<file path="src/rtl/nta_pkg.sv">
`timescale 1ns / 1ps
// ============================================================================
// nta_pkg: shared types and constants for the note event translator
// Opcodes, write kinds, queue entry layout, timer tables and the clock
// constant shared by the front, the timer unit, the queue and the back end.
// ============================================================================
package nta_pkg;

    localparam int CLK_W                  = 26;
    localparam int TIMER_W                = 11;
    localparam int NOTE_COUNT             = 128;
    localparam int NOTE_IDX_W             = 7;
    localparam int FREQ_CENTI_W           = 21;
    localparam int FREQ_FRACTION_BITS_DEF = 8;
    localparam int QUEUE_DEPTH_DEF        = 4;

    localparam logic [CLK_W-1:0]   STD_CLOCK = 26'd1789773;
    localparam logic [TIMER_W-1:0] TIMER_MAX = 11'd2047;

    // input opcodes
    localparam logic [2:0] OP_NOTE_ON  = 3'd0;
    localparam logic [2:0] OP_NOTE_OFF = 3'd1;
    localparam logic [2:0] OP_SET_MASK = 3'd2;
    localparam logic [2:0] OP_RAW      = 3'd3;
    localparam logic [2:0] OP_RESET    = 3'd4;

    // classified request kinds carried through the queue
    typedef logic [3:0] kind_t;
    localparam kind_t K_SQ_ON     = 4'd0;
    localparam kind_t K_TRI_ON    = 4'd1;
    localparam kind_t K_NOISE_ON  = 4'd2;
    localparam kind_t K_SQ_OFF    = 4'd3;
    localparam kind_t K_TRI_OFF   = 4'd4;
    localparam kind_t K_NOISE_OFF = 4'd5;
    localparam kind_t K_MASK      = 4'd6;
    localparam kind_t K_RAW       = 4'd7;
    localparam kind_t K_RESET     = 4'd8;

    typedef struct packed {
        kind_t               kind;
        logic                sq_sel;
        logic [3:0]          vol;
        logic [TIMER_W-1:0]  timer;
        logic [15:0]         addr;
        logic [7:0]          data;
    } entry_t;

    typedef struct packed {
        logic                  start;
        logic [NOTE_IDX_W-1:0] note_idx;
    } tmr_req_t;

    typedef struct packed {
        logic               done;
        logic [TIMER_W-1:0] timer;
    } tmr_rsp_t;

    localparam logic [7:0] ENABLE_RESET = 8'h0F;

    // timer values at the standard clock
    localparam logic [TIMER_W-1:0] TIMER_ROM [NOTE_COUNT] = '{
        11'd2047, 11'd2047, 11'd2047, 11'd2047, 11'd2047, 11'd2047, 11'd2047, 11'd2047,
        11'd2047, 11'd2047, 11'd2047, 11'd2047, 11'd2047, 11'd2047, 11'd2047, 11'd2047,
        11'd2047, 11'd2047, 11'd2047, 11'd2047, 11'd2047, 11'd2047, 11'd2047, 11'd2047,
        11'd2047, 11'd2047, 11'd2047, 11'd2047, 11'd2047, 11'd2047, 11'd2047, 11'd2047,
        11'd2047, 11'd2033, 11'd1919, 11'd1811, 11'd1709, 11'd1613, 11'd1523, 11'd1437,
        11'd1356, 11'd1280, 11'd1208, 11'd1140, 11'd1076, 11'd1016, 11'd959,  11'd905,
        11'd854,  11'd806,  11'd761,  11'd718,  11'd678,  11'd640,  11'd604,  11'd570,
        11'd538,  11'd507,  11'd479,  11'd452,  11'd427,  11'd403,  11'd380,  11'd359,
        11'd338,  11'd319,  11'd301,  11'd284,  11'd268,  11'd253,  11'd239,  11'd225,
        11'd213,  11'd201,  11'd189,  11'd179,  11'd169,  11'd159,  11'd150,  11'd142,
        11'd134,  11'd126,  11'd119,  11'd112,  11'd106,  11'd100,  11'd94,   11'd89,
        11'd84,   11'd79,   11'd75,   11'd70,   11'd66,   11'd63,   11'd59,   11'd56,
        11'd52,   11'd49,   11'd47,   11'd44,   11'd41,   11'd39,   11'd37,   11'd35,
        11'd33,   11'd31,   11'd29,   11'd27,   11'd26,   11'd24,   11'd23,   11'd21,
        11'd20,   11'd19,   11'd18,   11'd17,   11'd16,   11'd15,   11'd14,   11'd13,
        11'd12,   11'd12,   11'd11,   11'd10,   11'd10,   11'd9,    11'd8,    11'd8
    };

    // note frequencies in hundredths of a hertz
    localparam logic [FREQ_CENTI_W-1:0] FREQ_CENTI [NOTE_COUNT] = '{
        21'd818, 21'd866, 21'd918, 21'd972, 21'd1030, 21'd1091,
        21'd1156, 21'd1225, 21'd1298, 21'd1375, 21'd1457, 21'd1543,
        21'd1635, 21'd1732, 21'd1835, 21'd1945, 21'd2060, 21'd2183,
        21'd2312, 21'd2450, 21'd2596, 21'd2750, 21'd2914, 21'd3087,
        21'd3270, 21'd3465, 21'd3671, 21'd3889, 21'd4120, 21'd4365,
        21'd4625, 21'd4900, 21'd5191, 21'd5500, 21'd5827, 21'd6174,
        21'd6541, 21'd6930, 21'd7342, 21'd7778, 21'd8241, 21'd8731,
        21'd9250, 21'd9800, 21'd10383, 21'd11000, 21'd11654, 21'd12347,
        21'd13081, 21'd13859, 21'd14683, 21'd15556, 21'd16481, 21'd17461,
        21'd18500, 21'd19600, 21'd20765, 21'd22000, 21'd23308, 21'd24694,
        21'd26163, 21'd27718, 21'd29366, 21'd31113, 21'd32963, 21'd34923,
        21'd36999, 21'd39200, 21'd41530, 21'd44000, 21'd46616, 21'd49388,
        21'd52325, 21'd55437, 21'd58733, 21'd62225, 21'd65926, 21'd69846,
        21'd73999, 21'd78399, 21'd83061, 21'd88000, 21'd93233, 21'd98777,
        21'd104650, 21'd110873, 21'd117466, 21'd124451, 21'd131851, 21'd139691,
        21'd147998, 21'd156798, 21'd166122, 21'd176000, 21'd186466, 21'd197553,
        21'd209300, 21'd221746, 21'd234932, 21'd248902, 21'd263702, 21'd279383,
        21'd295996, 21'd313596, 21'd332244, 21'd352000, 21'd372931, 21'd395107,
        21'd418601, 21'd443492, 21'd469864, 21'd497803, 21'd527404, 21'd558765,
        21'd591991, 21'd627193, 21'd664488, 21'd704000, 21'd745862, 21'd790213,
        21'd837202, 21'd886984, 21'd939727, 21'd995606, 21'd1054808, 21'd1117530,
        21'd1183982, 21'd1254385
    };

    // number of register writes a request kind produces
    function automatic logic [2:0] write_count(input kind_t kind);
        logic [2:0] n;
        begin
            unique case (kind)
                K_SQ_ON:    n = 3'd4;
                K_TRI_ON:   n = 3'd3;
                K_NOISE_ON: n = 3'd3;
                K_RESET:    n = 3'd7;
                default:    n = 3'd1;
            endcase
            return n;
        end
    endfunction

endpackage

</file>
<file path="src/rtl/note_event_to_apu_register_writes.sv">
`timescale 1ns / 1ps
// Path: a request is registered in the front, queued, loaded by the back end and its writes
//   registered on m_*; a custom-clock square or triangle note-on first waits on the divider.
// Throughput: one register write per cycle from the back end while m_ready allows; a request
//   occupies it until its writes (1 to 7) are out; the front takes one request per cycle while
//   the queue has room, but waits on the divider (1 bit per cycle) for a custom-clock timer.
// Reset: synchronous, active low; clock register to 1789773 Hz, enable mask to 0x0F.
// ============================================================================
// note_event_to_apu_register_writes: note events to sound chip writes
// Front end classifies requests and resolves note timers, a short queue
// decouples it from the back end, which sequences the register writes.
// ============================================================================
module note_event_to_apu_register_writes #(
    parameter int FREQ_FRACTION_BITS = nta_pkg::FREQ_FRACTION_BITS_DEF,
    parameter int QUEUE_DEPTH        = nta_pkg::QUEUE_DEPTH_DEF
) (
    input  logic                        aclk,
    input  logic                        aresetn,
    // request channel
    input  logic                        s_valid,
    output logic                        s_ready,
    input  logic [2:0]                  s_opcode,
    input  logic [7:0]                  s_channel,
    input  logic [7:0]                  s_note,
    input  logic [7:0]                  s_velocity,
    input  logic [7:0]                  s_enable_bits,
    input  logic [15:0]                 s_raw_address,
    input  logic [7:0]                  s_raw_data,
    // register write channel
    output logic                        m_valid,
    input  logic                        m_ready,
    output logic [15:0]                 m_write_address,
    output logic [7:0]                  m_write_data,
    output logic                        m_last_write,
    // CPU clock register
    input  logic                        cfg_wr_en,
    input  logic [nta_pkg::CLK_W-1:0]   cfg_wr_data
);
    import nta_pkg::*;

    // front -> queue
    logic   fq_valid;
    logic   fq_ready;
    entry_t fq_entry;
    // queue -> back
    logic   qb_valid;
    logic   qb_ready;
    entry_t qb_entry;

    // Front: decodes opcode/channel, drops requests that make no writes,
    // looks up the timer ROM or runs the divider for custom clocks.
    nta_front #(
        .FREQ_FRACTION_BITS (FREQ_FRACTION_BITS)
    ) u_front (
        .aclk          (aclk),
        .aresetn       (aresetn),
        .s_valid       (s_valid),
        .s_ready       (s_ready),
        .s_opcode      (s_opcode),
        .s_channel     (s_channel),
        .s_note        (s_note),
        .s_velocity    (s_velocity),
        .s_enable_bits (s_enable_bits),
        .s_raw_address (s_raw_address),
        .s_raw_data    (s_raw_data),
        .cfg_wr_en     (cfg_wr_en),
        .cfg_wr_data   (cfg_wr_data),
        .q_valid       (fq_valid),
        .q_entry       (fq_entry),
        .q_ready       (fq_ready)
    );

    // Queue lets a long reset sequence drain while new requests come in.
    nta_queue #(
        .QUEUE_DEPTH (QUEUE_DEPTH)
    ) u_queue (
        .aclk       (aclk),
        .aresetn    (aresetn),
        .push_valid (fq_valid),
        .push_entry (fq_entry),
        .push_ready (fq_ready),
        .pop_valid  (qb_valid),
        .pop_entry  (qb_entry),
        .pop_ready  (qb_ready)
    );

    // Back: one write per cycle into a registered output while m_ready allows; the next request
    // is loaded on the cycle the previous one's last write goes out.
    nta_back u_back (
        .aclk            (aclk),
        .aresetn         (aresetn),
        .pop_valid       (qb_valid),
        .pop_entry       (qb_entry),
        .pop_ready       (qb_ready),
        .m_valid         (m_valid),
        .m_ready         (m_ready),
        .m_write_address (m_write_address),
        .m_write_data    (m_write_data),
        .m_last_write    (m_last_write)
    );

endmodule

</file>
<file path="src/rtl/nta_timer.sv">
`timescale 1ns / 1ps
// ============================================================================
// nta_timer: note timer at a non-standard CPU clock
// Computes floor((2*clk*2^F - 16f) / (32f)) clamped to 0..2047 with a
// restoring divider that retires one quotient bit per cycle.
// ============================================================================
module nta_timer #(
    parameter int FREQ_FRACTION_BITS = nta_pkg::FREQ_FRACTION_BITS_DEF
) (
    input  logic                        aclk,
    input  logic                        aresetn,
    input  logic [nta_pkg::CLK_W-1:0]   clock_hz,
    input  nta_pkg::tmr_req_t           req,
    output nta_pkg::tmr_rsp_t           rsp
);
    import nta_pkg::*;

    localparam int FW = FREQ_FRACTION_BITS + 14;  // fixed-point frequency
    localparam int RW = FREQ_FRACTION_BITS + 30;  // holds 32f << 11

    localparam logic [1:0] TS_IDLE  = 2'd0;
    localparam logic [1:0] TS_PREP  = 2'd1;
    localparam logic [1:0] TS_CHECK = 2'd2;
    localparam logic [1:0] TS_ITER  = 2'd3;

    typedef logic [FW-1:0] freq_rom_t [NOTE_COUNT];

    // frequency in fixed point, rounded half up
    function automatic freq_rom_t build_freq_rom();
        freq_rom_t   rom;
        logic [63:0] v;
        begin
            for (int i = 0; i < NOTE_COUNT; i++) begin
                v = ((64'(FREQ_CENTI[i]) << FREQ_FRACTION_BITS) + 64'd50) / 64'd100;
                if (v == 64'd0) begin
                    v = 64'd1;
                end
                rom[i] = FW'(v);
            end
            return rom;
        end
    endfunction

    localparam freq_rom_t FREQ_ROM = build_freq_rom();

    logic [1:0]          state_reg, state_next;
    logic                done_reg, done_next;
    logic [FW-1:0]       f_reg, f_next;
    logic [RW-1:0]       rem_reg, rem_next;
    logic [RW-1:0]       dsh_reg, dsh_next;
    logic [TIMER_W-1:0]  quo_reg, quo_next;
    logic [3:0]          cnt_reg, cnt_next;
    logic [TIMER_W-1:0]  result_reg, result_next;

    logic [RW-1:0]       num;
    logic [RW-1:0]       f16;
    logic                take;

    always_comb begin
        state_next  = state_reg;
        done_next   = 1'b0;
        f_next      = f_reg;
        rem_next    = rem_reg;
        dsh_next    = dsh_reg;
        quo_next    = quo_reg;
        cnt_next    = cnt_reg;
        result_next = result_reg;
        num         = RW'(clock_hz) << (FREQ_FRACTION_BITS + 1);
        f16         = RW'(f_reg) << 4;
        take        = (rem_reg >= dsh_reg);

        unique case (state_reg)
            TS_IDLE: begin
                if (req.start) begin
                    f_next     = FREQ_ROM[req.note_idx];
                    state_next = TS_PREP;
                end
            end
            TS_PREP: begin
                if (num < f16) begin
                    // rounded value below zero
                    result_next = '0;
                    done_next   = 1'b1;
                    state_next  = TS_IDLE;
                end else begin
                    rem_next   = num - f16;
                    dsh_next   = RW'(f_reg) << (5 + TIMER_W);
                    state_next = TS_CHECK;
                end
            end
            TS_CHECK: begin
                if (take) begin
                    // quotient would need a twelfth bit: saturate
                    result_next = TIMER_MAX;
                    done_next   = 1'b1;
                    state_next  = TS_IDLE;
                end else begin
                    dsh_next   = dsh_reg >> 1;
                    quo_next   = '0;
                    cnt_next   = '0;
                    state_next = TS_ITER;
                end
            end
            TS_ITER: begin
                if (take) begin
                    rem_next = rem_reg - dsh_reg;
                end
                quo_next = {quo_reg[TIMER_W-2:0], take};
                dsh_next = dsh_reg >> 1;
                if (cnt_reg == 4'(TIMER_W - 1)) begin
                    result_next = quo_next;
                    done_next   = 1'b1;
                    state_next  = TS_IDLE;
                end else begin
                    cnt_next = cnt_reg + 4'd1;
                end
            end
        endcase
    end

    always_ff @(posedge aclk) begin
        if (!aresetn) begin
            state_reg <= TS_IDLE;
            done_reg  <= 1'b0;
        end else begin
            state_reg <= state_next;
            done_reg  <= done_next;
        end
    end

    always_ff @(posedge aclk) begin
        f_reg      <= f_next;
        rem_reg    <= rem_next;
        dsh_reg    <= dsh_next;
        quo_reg    <= quo_next;
        cnt_reg    <= cnt_next;
        result_reg <= result_next;
    end

    assign rsp.done  = done_reg;
    assign rsp.timer = result_reg;

endmodule

</file>
<file path="src/rtl/nta_front.sv">
`timescale 1ns / 1ps
// ============================================================================
// nta_front: request intake and classification
// Holds the clock register, decodes each request into a write kind, looks up
// or computes the note timer and hands the result to the queue.
// ============================================================================
module nta_front #(
    parameter int FREQ_FRACTION_BITS = nta_pkg::FREQ_FRACTION_BITS_DEF
) (
    input  logic                        aclk,
    input  logic                        aresetn,
    input  logic                        s_valid,
    output logic                        s_ready,
    input  logic [2:0]                  s_opcode,
    input  logic [7:0]                  s_channel,
    input  logic [7:0]                  s_note,
    input  logic [7:0]                  s_velocity,
    input  logic [7:0]                  s_enable_bits,
    input  logic [15:0]                 s_raw_address,
    input  logic [7:0]                  s_raw_data,
    input  logic                        cfg_wr_en,
    input  logic [nta_pkg::CLK_W-1:0]   cfg_wr_data,
    output logic                        q_valid,
    output nta_pkg::entry_t             q_entry,
    input  logic                        q_ready
);
    import nta_pkg::*;

    logic [CLK_W-1:0]      clk_hz_reg;
    logic                  pend_valid_reg;
    logic                  pend_wait_reg;
    entry_t                pend_reg;

    entry_t                entry_c;
    logic                  has_writes;
    logic                  needs_div;
    logic                  custom_clk;
    logic                  accept;
    logic                  push_ok;
    logic [NOTE_IDX_W-1:0] note_idx;
    tmr_req_t              tmr_req;
    tmr_rsp_t              tmr_rsp;

    assign custom_clk = (clk_hz_reg != '0) && (clk_hz_reg != STD_CLOCK);
    assign note_idx   = s_note[7] ? {NOTE_IDX_W{1'b1}} : s_note[NOTE_IDX_W-1:0];

    always_comb begin
        entry_c        = '0;
        entry_c.sq_sel = s_channel[0];
        entry_c.vol    = s_velocity[6:3];
        entry_c.timer  = TIMER_ROM[note_idx];
        has_writes     = 1'b1;
        needs_div      = 1'b0;
        unique case (s_opcode)
            OP_NOTE_ON: begin
                entry_c.data = {4'h0, s_note[3:0]};
                if (s_channel <= 8'd1) begin
                    entry_c.kind = K_SQ_ON;
                    needs_div    = custom_clk;
                end else if (s_channel == 8'd2) begin
                    entry_c.kind = K_TRI_ON;
                    needs_div    = custom_clk;
                end else if (s_channel == 8'd3) begin
                    entry_c.kind = K_NOISE_ON;
                end else begin
                    has_writes = 1'b0;
                end
            end
            OP_NOTE_OFF: begin
                if (s_channel <= 8'd1) begin
                    entry_c.kind = K_SQ_OFF;
                end else if (s_channel == 8'd2) begin
                    entry_c.kind = K_TRI_OFF;
                end else if (s_channel == 8'd3) begin
                    entry_c.kind = K_NOISE_OFF;
                end else begin
                    has_writes = 1'b0;
                end
            end
            OP_SET_MASK: begin
                entry_c.kind = K_MASK;
                entry_c.data = {3'b000, s_enable_bits[4:0]};
            end
            OP_RAW: begin
                entry_c.kind = K_RAW;
                entry_c.addr = s_raw_address;
                entry_c.data = s_raw_data;
            end
            OP_RESET: begin
                entry_c.kind = K_RESET;
            end
            default: begin
                has_writes = 1'b0;
            end
        endcase
    end

    assign push_ok = pend_valid_reg && !pend_wait_reg && q_ready;
    assign s_ready = !pend_valid_reg || push_ok;
    assign accept  = s_valid && s_ready;

    assign tmr_req.start    = accept && has_writes && needs_div;
    assign tmr_req.note_idx = note_idx;

    nta_timer #(
        .FREQ_FRACTION_BITS (FREQ_FRACTION_BITS)
    ) u_timer (
        .aclk     (aclk),
        .aresetn  (aresetn),
        .clock_hz (clk_hz_reg),
        .req      (tmr_req),
        .rsp      (tmr_rsp)
    );

    always_ff @(posedge aclk) begin
        if (!aresetn) begin
            clk_hz_reg     <= STD_CLOCK;
            pend_valid_reg <= 1'b0;
            pend_wait_reg  <= 1'b0;
        end else begin
            if (cfg_wr_en) begin
                clk_hz_reg <= cfg_wr_data;
            end
            if (accept) begin
                pend_valid_reg <= has_writes;
                pend_wait_reg  <= has_writes && needs_div;
            end else if (push_ok) begin
                pend_valid_reg <= 1'b0;
            end else if (tmr_rsp.done) begin
                pend_wait_reg <= 1'b0;
            end
        end
    end

    always_ff @(posedge aclk) begin
        if (accept) begin
            pend_reg <= entry_c;
        end else if (tmr_rsp.done) begin
            pend_reg.timer <= tmr_rsp.timer;
        end
    end

    assign q_valid = pend_valid_reg && !pend_wait_reg;
    assign q_entry = pend_reg;

endmodule

</file>
<file path="src/rtl/nta_queue.sv">
`timescale 1ns / 1ps
// ============================================================================
// nta_queue: request queue between front and back end
// Small circular buffer of classified requests.
// ============================================================================
module nta_queue #(
    parameter int QUEUE_DEPTH = nta_pkg::QUEUE_DEPTH_DEF
) (
    input  logic             aclk,
    input  logic             aresetn,
    input  logic             push_valid,
    input  nta_pkg::entry_t  push_entry,
    output logic             push_ready,
    output logic             pop_valid,
    output nta_pkg::entry_t  pop_entry,
    input  logic             pop_ready
);
    import nta_pkg::*;

    localparam int PTR_W = (QUEUE_DEPTH > 1) ? $clog2(QUEUE_DEPTH) : 1;
    localparam int CNT_W = $clog2(QUEUE_DEPTH + 1);

    entry_t             mem_reg [QUEUE_DEPTH];
    logic [PTR_W-1:0]   wr_ptr_reg;
    logic [PTR_W-1:0]   rd_ptr_reg;
    logic [CNT_W-1:0]   count_reg;
    logic               do_push;
    logic               do_pop;

    assign push_ready = (count_reg != CNT_W'(QUEUE_DEPTH));
    assign pop_valid  = (count_reg != '0);
    assign do_push    = push_valid && push_ready;
    assign do_pop     = pop_valid && pop_ready;
    assign pop_entry  = mem_reg[rd_ptr_reg];

    always_ff @(posedge aclk) begin
        if (!aresetn) begin
            wr_ptr_reg <= '0;
            rd_ptr_reg <= '0;
            count_reg  <= '0;
        end else begin
            if (do_push) begin
                wr_ptr_reg <= (wr_ptr_reg == PTR_W'(QUEUE_DEPTH - 1)) ? '0
                                                                      : wr_ptr_reg + 1'b1;
            end
            if (do_pop) begin
                rd_ptr_reg <= (rd_ptr_reg == PTR_W'(QUEUE_DEPTH - 1)) ? '0
                                                                      : rd_ptr_reg + 1'b1;
            end
            if (do_push && !do_pop) begin
                count_reg <= count_reg + 1'b1;
            end else if (do_pop && !do_push) begin
                count_reg <= count_reg - 1'b1;
            end
        end
    end

    always_ff @(posedge aclk) begin
        if (do_push) begin
            mem_reg[wr_ptr_reg] <= push_entry;
        end
    end

endmodule

</file>
<file path="src/rtl/nta_back.sv">
`timescale 1ns / 1ps
// ============================================================================
// nta_back: register write sequencer
// Expands one classified request into its run of register writes, one per
// cycle while the output is not stalled, into the output register. Owns the channel enable mask.
// ============================================================================
module nta_back (
    input  logic             aclk,
    input  logic             aresetn,
    input  logic             pop_valid,
    input  nta_pkg::entry_t  pop_entry,
    output logic             pop_ready,
    output logic             m_valid,
    input  logic             m_ready,
    output logic [15:0]      m_write_address,
    output logic [7:0]       m_write_data,
    output logic             m_last_write
);
    import nta_pkg::*;

    entry_t        cur_reg;
    logic          cur_valid_reg;
    logic [2:0]    step_reg;
    logic [4:0]    enable_mask_reg;
    logic          m_valid_reg;
    logic [15:0]   m_addr_reg;
    logic [7:0]    m_data_reg;
    logic          m_last_reg;

    logic          out_free;
    logic          emit;
    logic          is_last;
    logic [15:0]   wr_addr;
    logic [7:0]    wr_data;
    logic [7:0]    timer_hi;

    assign out_free  = !m_valid_reg || m_ready;
    assign emit      = cur_valid_reg && out_free;
    assign is_last   = (step_reg == 3'(write_count(cur_reg.kind) - 3'd1));
    assign pop_ready = !cur_valid_reg || (emit && is_last);
    assign timer_hi  = {5'b11111, cur_reg.timer[TIMER_W-1:8]};

    always_comb begin
        wr_addr = '0;
        wr_data = '0;
        unique case (cur_reg.kind)
            K_SQ_ON: begin
                wr_addr = 16'h4000 | {13'd0, cur_reg.sq_sel, step_reg[1:0]};
                unique case (step_reg[1:0])
                    2'd0: wr_data = {4'hB, cur_reg.vol};
                    2'd1: wr_data = 8'h08;
                    2'd2: wr_data = cur_reg.timer[7:0];
                    2'd3: wr_data = timer_hi;
                endcase
            end
            K_TRI_ON: begin
                unique case (step_reg)
                    3'd0: begin
                        wr_addr = 16'h4008;
                        wr_data = 8'hFF;
                    end
                    3'd1: begin
                        wr_addr = 16'h400A;
                        wr_data = cur_reg.timer[7:0];
                    end
                    default: begin
                        wr_addr = 16'h400B;
                        wr_data = timer_hi;
                    end
                endcase
            end
            K_NOISE_ON: begin
                unique case (step_reg)
                    3'd0: begin
                        wr_addr = 16'h400C;
                        wr_data = {4'h3, cur_reg.vol};
                    end
                    3'd1: begin
                        wr_addr = 16'h400E;
                        wr_data = {4'h0, cur_reg.data[3:0]};
                    end
                    default: begin
                        wr_addr = 16'h400F;
                        wr_data = 8'hF8;
                    end
                endcase
            end
            K_SQ_OFF: begin
                wr_addr = 16'h4000 | {13'd0, cur_reg.sq_sel, 2'b00};
                wr_data = 8'h30;
            end
            K_TRI_OFF: begin
                wr_addr = 16'h4008;
                wr_data = 8'h80;
            end
            K_NOISE_OFF: begin
                wr_addr = 16'h400C;
                wr_data = 8'h30;
            end
            K_MASK: begin
                wr_addr = 16'h4015;
                wr_data = {3'b000, enable_mask_reg};
            end
            K_RAW: begin
                wr_addr = cur_reg.addr;
                wr_data = cur_reg.data;
            end
            K_RESET: begin
                // silence sweeps, mute all channels, restore enables
                unique case (step_reg)
                    3'd0: begin wr_addr = 16'h4001; wr_data = 8'h08; end
                    3'd1: begin wr_addr = 16'h4005; wr_data = 8'h08; end
                    3'd2: begin wr_addr = 16'h4000; wr_data = 8'h30; end
                    3'd3: begin wr_addr = 16'h4004; wr_data = 8'h30; end
                    3'd4: begin wr_addr = 16'h4008; wr_data = 8'h80; end
                    3'd5: begin wr_addr = 16'h400C; wr_data = 8'h30; end
                    default: begin wr_addr = 16'h4015; wr_data = ENABLE_RESET; end
                endcase
            end
            default: begin
                wr_addr = '0;
                wr_data = '0;
            end
        endcase
    end

    always_ff @(posedge aclk) begin
        if (!aresetn) begin
            cur_valid_reg   <= 1'b0;
            step_reg        <= '0;
            enable_mask_reg <= ENABLE_RESET[4:0];
            m_valid_reg     <= 1'b0;
        end else begin
            if (out_free) begin
                m_valid_reg <= emit;
            end
            if (pop_valid && pop_ready) begin
                cur_valid_reg <= 1'b1;
                step_reg      <= '0;
                if (pop_entry.kind == K_MASK) begin
                    enable_mask_reg <= pop_entry.data[4:0];
                end else if (pop_entry.kind == K_RESET) begin
                    enable_mask_reg <= ENABLE_RESET[4:0];
                end
            end else if (emit) begin
                if (is_last) begin
                    cur_valid_reg <= 1'b0;
                end else begin
                    step_reg <= step_reg + 3'd1;
                end
            end
        end
    end

    always_ff @(posedge aclk) begin
        if (pop_valid && pop_ready) begin
            cur_reg <= pop_entry;
        end
        if (emit) begin
            m_addr_reg <= wr_addr;
            m_data_reg <= wr_data;
            m_last_reg <= is_last;
        end
    end

    assign m_valid         = m_valid_reg;
    assign m_write_address = m_addr_reg;
    assign m_write_data    = m_data_reg;
    assign m_last_write    = m_last_reg;

endmodule

</file>
<file path="config.mk">
export PLATFORM = sky130hd
export DESIGN_NAME = note_event_to_apu_register_writes
export DESIGN_NICKNAME = d
export VERILOG_FILES = /design/src/rtl/nta_pkg.sv /design/src/rtl/note_event_to_apu_register_writes.sv /design/src/rtl/nta_timer.sv /design/src/rtl/nta_front.sv /design/src/rtl/nta_queue.sv /design/src/rtl/nta_back.sv
export SDC_FILE = /design/constraint.sdc
export NUM_CORES = 1
export LEC_CHECK = 0
export ABC_CLOCK_PERIOD_IN_PS = 12480
export BUFFER_PORTS_ARGS = -buffer_cell sky130_fd_sc_hd__clkbuf_2
export CORE_UTILIZATION = 57
export CTS_BUF_LIST = sky130_fd_sc_hd__clkbuf_16
export DETAILED_ROUTE_END_ITERATION = 7
export HOLD_SLACK_MARGIN = 0.03
export PLACE_DENSITY_LB_ADDON = 0.12
export SYNTH_ARGS = -nofsm -noshare
export SYNTH_HDL_FRONTEND = slang
export SYNTH_HIERARCHICAL = 1
export SYNTH_SLANG_ARGS = --single-unit
</file>
<file path="constraint.sdc">
create_clock -name aclk -period 12.48 [get_ports aclk]
set_clock_uncertainty 0.2 [all_clocks]
set_input_delay 1.248 -clock aclk [delete_from_list [all_inputs] [get_ports aclk]]
set_output_delay 1.248 -clock aclk [all_outputs]
set_load 0.05 [all_outputs]
</file>
**After elaboration in Yosys (flattened, before gate mapping)**

Memory sizes are Yosys's and may differ from the RTL's. A register that Yosys moved wholly into a read port is not among the register bits.
Cells that the tools add are included.

- Order comparisons: 4
- Add/subtract/negate cells: 9
- Reduce and logical (&&, ||, !) cells: 55
- Eq/ne operators: 42
- Muxes and demuxes: 72
- Bitwise gates (word level): 3

Operators by type and width:

| kind | number |
|---|---|
| $mux 38 | 4 |
| $pmux 16 s9 | 1 |
| $pmux 38 s3 | 1 |
| $mux 11 | 7 |
| $pmux 38 s2 | 1 |
| $pmux 8 s8 | 1 |
| $pmux 8 s3 | 2 |
| $ge 38x38->1 | 1 |
| $sub 38x38->38 | 1 |
| $sub 35x26->36 | 1 |
| $lt 35x26->1 | 1 |
| $pmux 11 s3 | 1 |
| $pmux 8 s2 | 2 |
| $pmux 8 s4 | 1 |
| $pmux 5 s6 | 1 |
| $ne 26x21->1 const B | 1 |
| $reduce_bool 26->1 | 1 |
| $mux 4 | 6 |
| $eq 4x3->1 const B | 5 |
| $pmux 10 s2 | 1 |
| $pmux 4 s5 | 1 |
| $mux 1 | 19 |
| $mux 2 | 9 |
| $eq 8x2->1 const B | 2 |
| other kinds (43) | 114 |

- Logic and storage cells: 220
- Input port bits: 90
- Register bits after elaboration: 262
- Output and inout bits: 27
- ROM bits: 4224
- RAM bits: 176
- Memories: 3

Memory list:

| memory | words | width | read ports | clocked after memory_dff | write ports | RTL line | text |
|---|---|---|---|---|---|---|---|
| (name not given) | 128 | 22 | 1 | 1 | 0 | nta_timer.sv:75 | `f_next = FREQ_ROM[req.note_idx];` |
| (name not given) | 128 | 11 | 1 | 0 | 0 | nta_front.sv:51 | `entry_c.timer = TIMER_ROM[note_idx];` |
| u_queue.mem_reg | 4 | 44 | 1 | 1 | 1 | nta_queue.sv:23 | `entry_t mem_reg [QUEUE_DEPTH];` |

**Depth between registers and ports, before layout**

- Depth after elaboration: 11
- Mapped depth: 15

**Modules after synthesis**

The synthesis kept the hierarchy.

Modules (own cells, without submodules):

| module | cells each | area an instance (µm²) | seq. area each (µm²) | instances |
|---|---|---|---|---|
| nta_timer | 1354 | 11131.9 | 3753.6 | 1 |
| nta_queue | 281 | 6822.8 | 5465.2 | 1 |
| nta_front | 476 | 4411.7 | 1881.8 | 1 |
| nta_back | 284 | 3535.9 | 2272.2 | 1 |

**Worst setup path after synthesis**

OpenSTA, ideal clock, no wires.

- Path kind: reg2reg
- Start: register u_front.u_timer.rem_reg[26]
- End: register u_front.u_timer.rem_reg[0], enable pin
- Required time: 11834 ps
- Clock period less this slack: 4745 ps
- Arrival: 4099 ps
- Setup slack: 7735 ps
- Cell stages (with the launch flop): 9
- Library setup time: 446 ps
- Path through: edfxtp_1 -> ha_1 -> clkbuf_1 -> nand3_2 -> or4_1 -> or3_1 -> o211a_2 -> a21boi_1 -> a21oi_1

- Cells in the longest elaborated chain, start to end: 3

RTL lines:

| what | RTL line | text |
|---|---|---|
| start, declared | nta_timer.sv:49 | `logic [RW-1:0] rem_reg, rem_next;` |
| start signal, assigned | nta_timer.sv:133 | `rem_reg <= rem_next;` |
| $ge 38x38->1 | nta_timer.sv:70 | `take = (rem_reg >= dsh_reg);` |
| $ne 2x2->1 (no line) | n/a |  |
| $reduce_and 3->1 (no line) | n/a |  |

Every way passes these cells.
A chain may end at the register's enable or synchronous reset.

**Worst setup path after layout**

- Start: input s_note[7]
- End: register u_front.u_timer.f_reg[7], data pin

- Cells in the longest elaborated chain, start to end: 2

RTL lines:

| what | RTL line | text |
|---|---|---|
| start, declared | note_event_to_apu_register_writes.sv:24 | `input logic [7:0] s_note,` |
| $mux 7 | nta_front.sv:45 | `assign note_idx = s_note[7] ? {NOTE_IDX_W{1'b1}} : s_note[NOTE_IDX_W-1:0];` |
| via u_front.note_idx[1] | nta_front.sv:40 | `logic [NOTE_IDX_W-1:0] note_idx;` |
| $not 7->8 (not written as such) | nta_timer.sv:75 |  |
| end, declared | nta_timer.sv:48 | `logic [FW-1:0] f_reg, f_next;` |

The timed path passes the listed nets, and every way through them passes these cells.

==> flow_summary.toml <==
[detailed_routing]
viasPerCell = 6.35
antenna_left = 0
wire_per_inst_um = 22.4
drt-pass1-iter-count = 6
routed_wl_um = 68400
via_count = 19412
drt-initial-drc-count = 1870
drc_errors = 0

[clock_network]
ctsHoldBuffers = 0
cts_resized = 0
clock-sinks = 462
cts_buffer_depth = 3
cts_made_buffers = 47
clk_pin_slew_ns = 0.06
post_cts_buffers = 0
cts_tree = "built"
cts_max_level = 2
worstSkewPairLatency_ns = 0.60
root_buffer = "clkbuf_16"

[yosys]
syn_avg_cell_area_um2 = 10.8
syn_area_um2 = 25900
synth.distinct_cells = 95
synth-main-ff-cell = "edfxtp_1"
synth_commonest_cells = "edfxtp_1, nand2_1, nor2_1"
synth_nets = 2583
yosysTopAreaCellShare = 0.478
synth_cells = 2395
synth_edf_count = 412
netlist_top_cells_area = "edfxtp_1, ha_1, mux4_2"
yosysMostFrequentCell = "edfxtp_1"
yosysWarningCount = 6
synth-seq-cells = 462
async_flop_share = 0
yosysTopAreaCell = "edfxtp_1"
ys_seq_area_frac = 0.516

[worst_setup_path]
max_stage_delay_ns = 1.02
crit_family = "compound AO/OA/AOI/OAI gates"
cp_slowest_cell = "ha_1"
cp_max_fo = 23
cp-start-kind = "input pin"
path_cells = "clkbuf_2 > nor2_1 > inv_1 > clkinv_1 > ha_1 > nor2_1 > a21oi_1 > o211ai_1 > o21ai_0 > nor2_1 > a2111oi_0 > a21oi_1"
crit_arrival_ns = 5.32
worstSetupPathType = "input pin to register"
crit_path_end_kind = "register"
required_ns = 12.59
cp_common_cell = "nor2_1"
critPathBufInv = 3

[run]
drv_cap = 0

[sta]
setup_viol = 0
tightest_slew_ns = 1.18
finalSetupTns_ns = 0
max_freq_ghz = 0.192
rsz0062_at_grt = "false"
min_period_ns = 5.21
period_share = 0.418
relSlewSlack = 0.211
hold_viol_final = 0
maxSlewViolCount = 0

[final_layout]
largest_register_ffs = 176
drive_gt1_frac = 0.125
antenna_cells = 0
design_area_um2 = 28300
fillers = 3557
nets = 2614
final_util = 0.635
syn_to_final_growth_pct = 9.17

[die]
core-area_um2 = 44500
die_h_um = 215
ioPinCount = 117
die_w_um = 215
initial_core_util = 0.582
die-area_um2 = 46300
num_rows = 77

[global_route]
grt_overflow_total = 0
antenna_found_initial = 1
track_usage = 0.294
grt_pass1_wl_um = 107000
grt_max_degree = 79
grt_pass1_vias = 18880

[outcome]
status = "finished clean"

[pwr]
cellPowerDensity_nw_per_um2 = 154
peakVddDrop_uv = 147
power_leakage_nw = 10.5

[placement]
port_buffers = 109
dp_hpwl_um = 45800
placed_cell_area_um2 = 26800
place.gp.congestion = 0.952

[min_path]
hp-class = "register to register"
[power by group]
part	switching, mW	internal, mW	total [mW]
clock	0.599	0.747	1.35
combinational	0.629	0.334	0.963
sequential	0.129	1.91	2.04
[path summary, 6_finish.rpt]
check | startpoint | cells past startpoint | endpoint | slack (ns)
hold / removal | u_front/q_entry[41]$_DFFE_PP_ | 0 | u_queue/mem_reg[0][41]$_DFFE_PP_ | 0.28
setup / recovery | s_note[7] | 12 | u_front/u_timer/f_reg[7]$_DFFE_PP_ | 7.27
setup reg to reg | u_front/u_timer/rem_reg[13]$_DFFE_PP_ | 9 | u_front/u_timer/dsh_reg[15]$_SDFFCE_PP0P_ | 7.60
hold reg to reg | u_front/q_entry[41]$_DFFE_PP_ | 0 | u_queue/mem_reg[0][41]$_DFFE_PP_ | 0.28
[final cells by class]
class | instances | area, um^2 | area share
Tap cell | 592 | 741 | 0.0262
Multi-Input combinational cell | 1651 | 11400 | 0.404
Clock buffer | 48 | 1200 | 0.0425
Sequential cell | 462 | 13400 | 0.473
Inverter | 126 | 473 | 0.0167
Timing Repair Buffer | 138 | 763 | 0.0270
Clock inverter | 40 | 298 | 0.0105
[cell families after synthesis]
family | share of synthesized area
adders and majority gates | 0.0479
xor gates and xnor gates | 0.0220
buffers and inverters | 0.0441
AOI/OAI and AO/OA | 0.168
and+or+nand+nor | 0.135
DFF | 0.516
muxes | 0.0669
[routing by layer]
layer / track usage / part of all wire / routed length, um
met1: 0.401 / 0.43 / 29200
met2: 0.493 / 0.48 / 33100
met3: 0.0314 / 0.060 / 4080
met4: 0.0988 / 0.030 / 2050
met5: 0 / 0 / 0
[stage by stage]
stage / worst slack [ns] / power [mW] / hold WS, ns / instances
floorplan: 7.74 / 2.75 / 0.248 / 2395
global placement: 6.90 / 3.00 / 0.254 / 2969
detailed placement: 6.91 / 3.02 / 0.264 / 2969
CTS: 7.51 / 4.37 / 0.273 / 3057
global route: 7.19 / 4.52 / 0.288 / 3057
finish: 7.27 / 4.35 / 0.275 / 3057
[placed cells by master (no fill, tap or decap), types with 47 or more instances in the layout]
master / count
nor2b_1: 47
inv_1: 128
ha_1: 96
mux4_2: 48
nor2_1: 178
edfxtp_1: 412
a21oi_1: 171
dfxtp_1: 47
clkbuf_16: 48
o21ai_0: 161
nand2_1: 195
and2_1: 56
clkbuf_2: 109
mux2i_1: 56
Note: power is estimated with default switching activity, not from simulation.
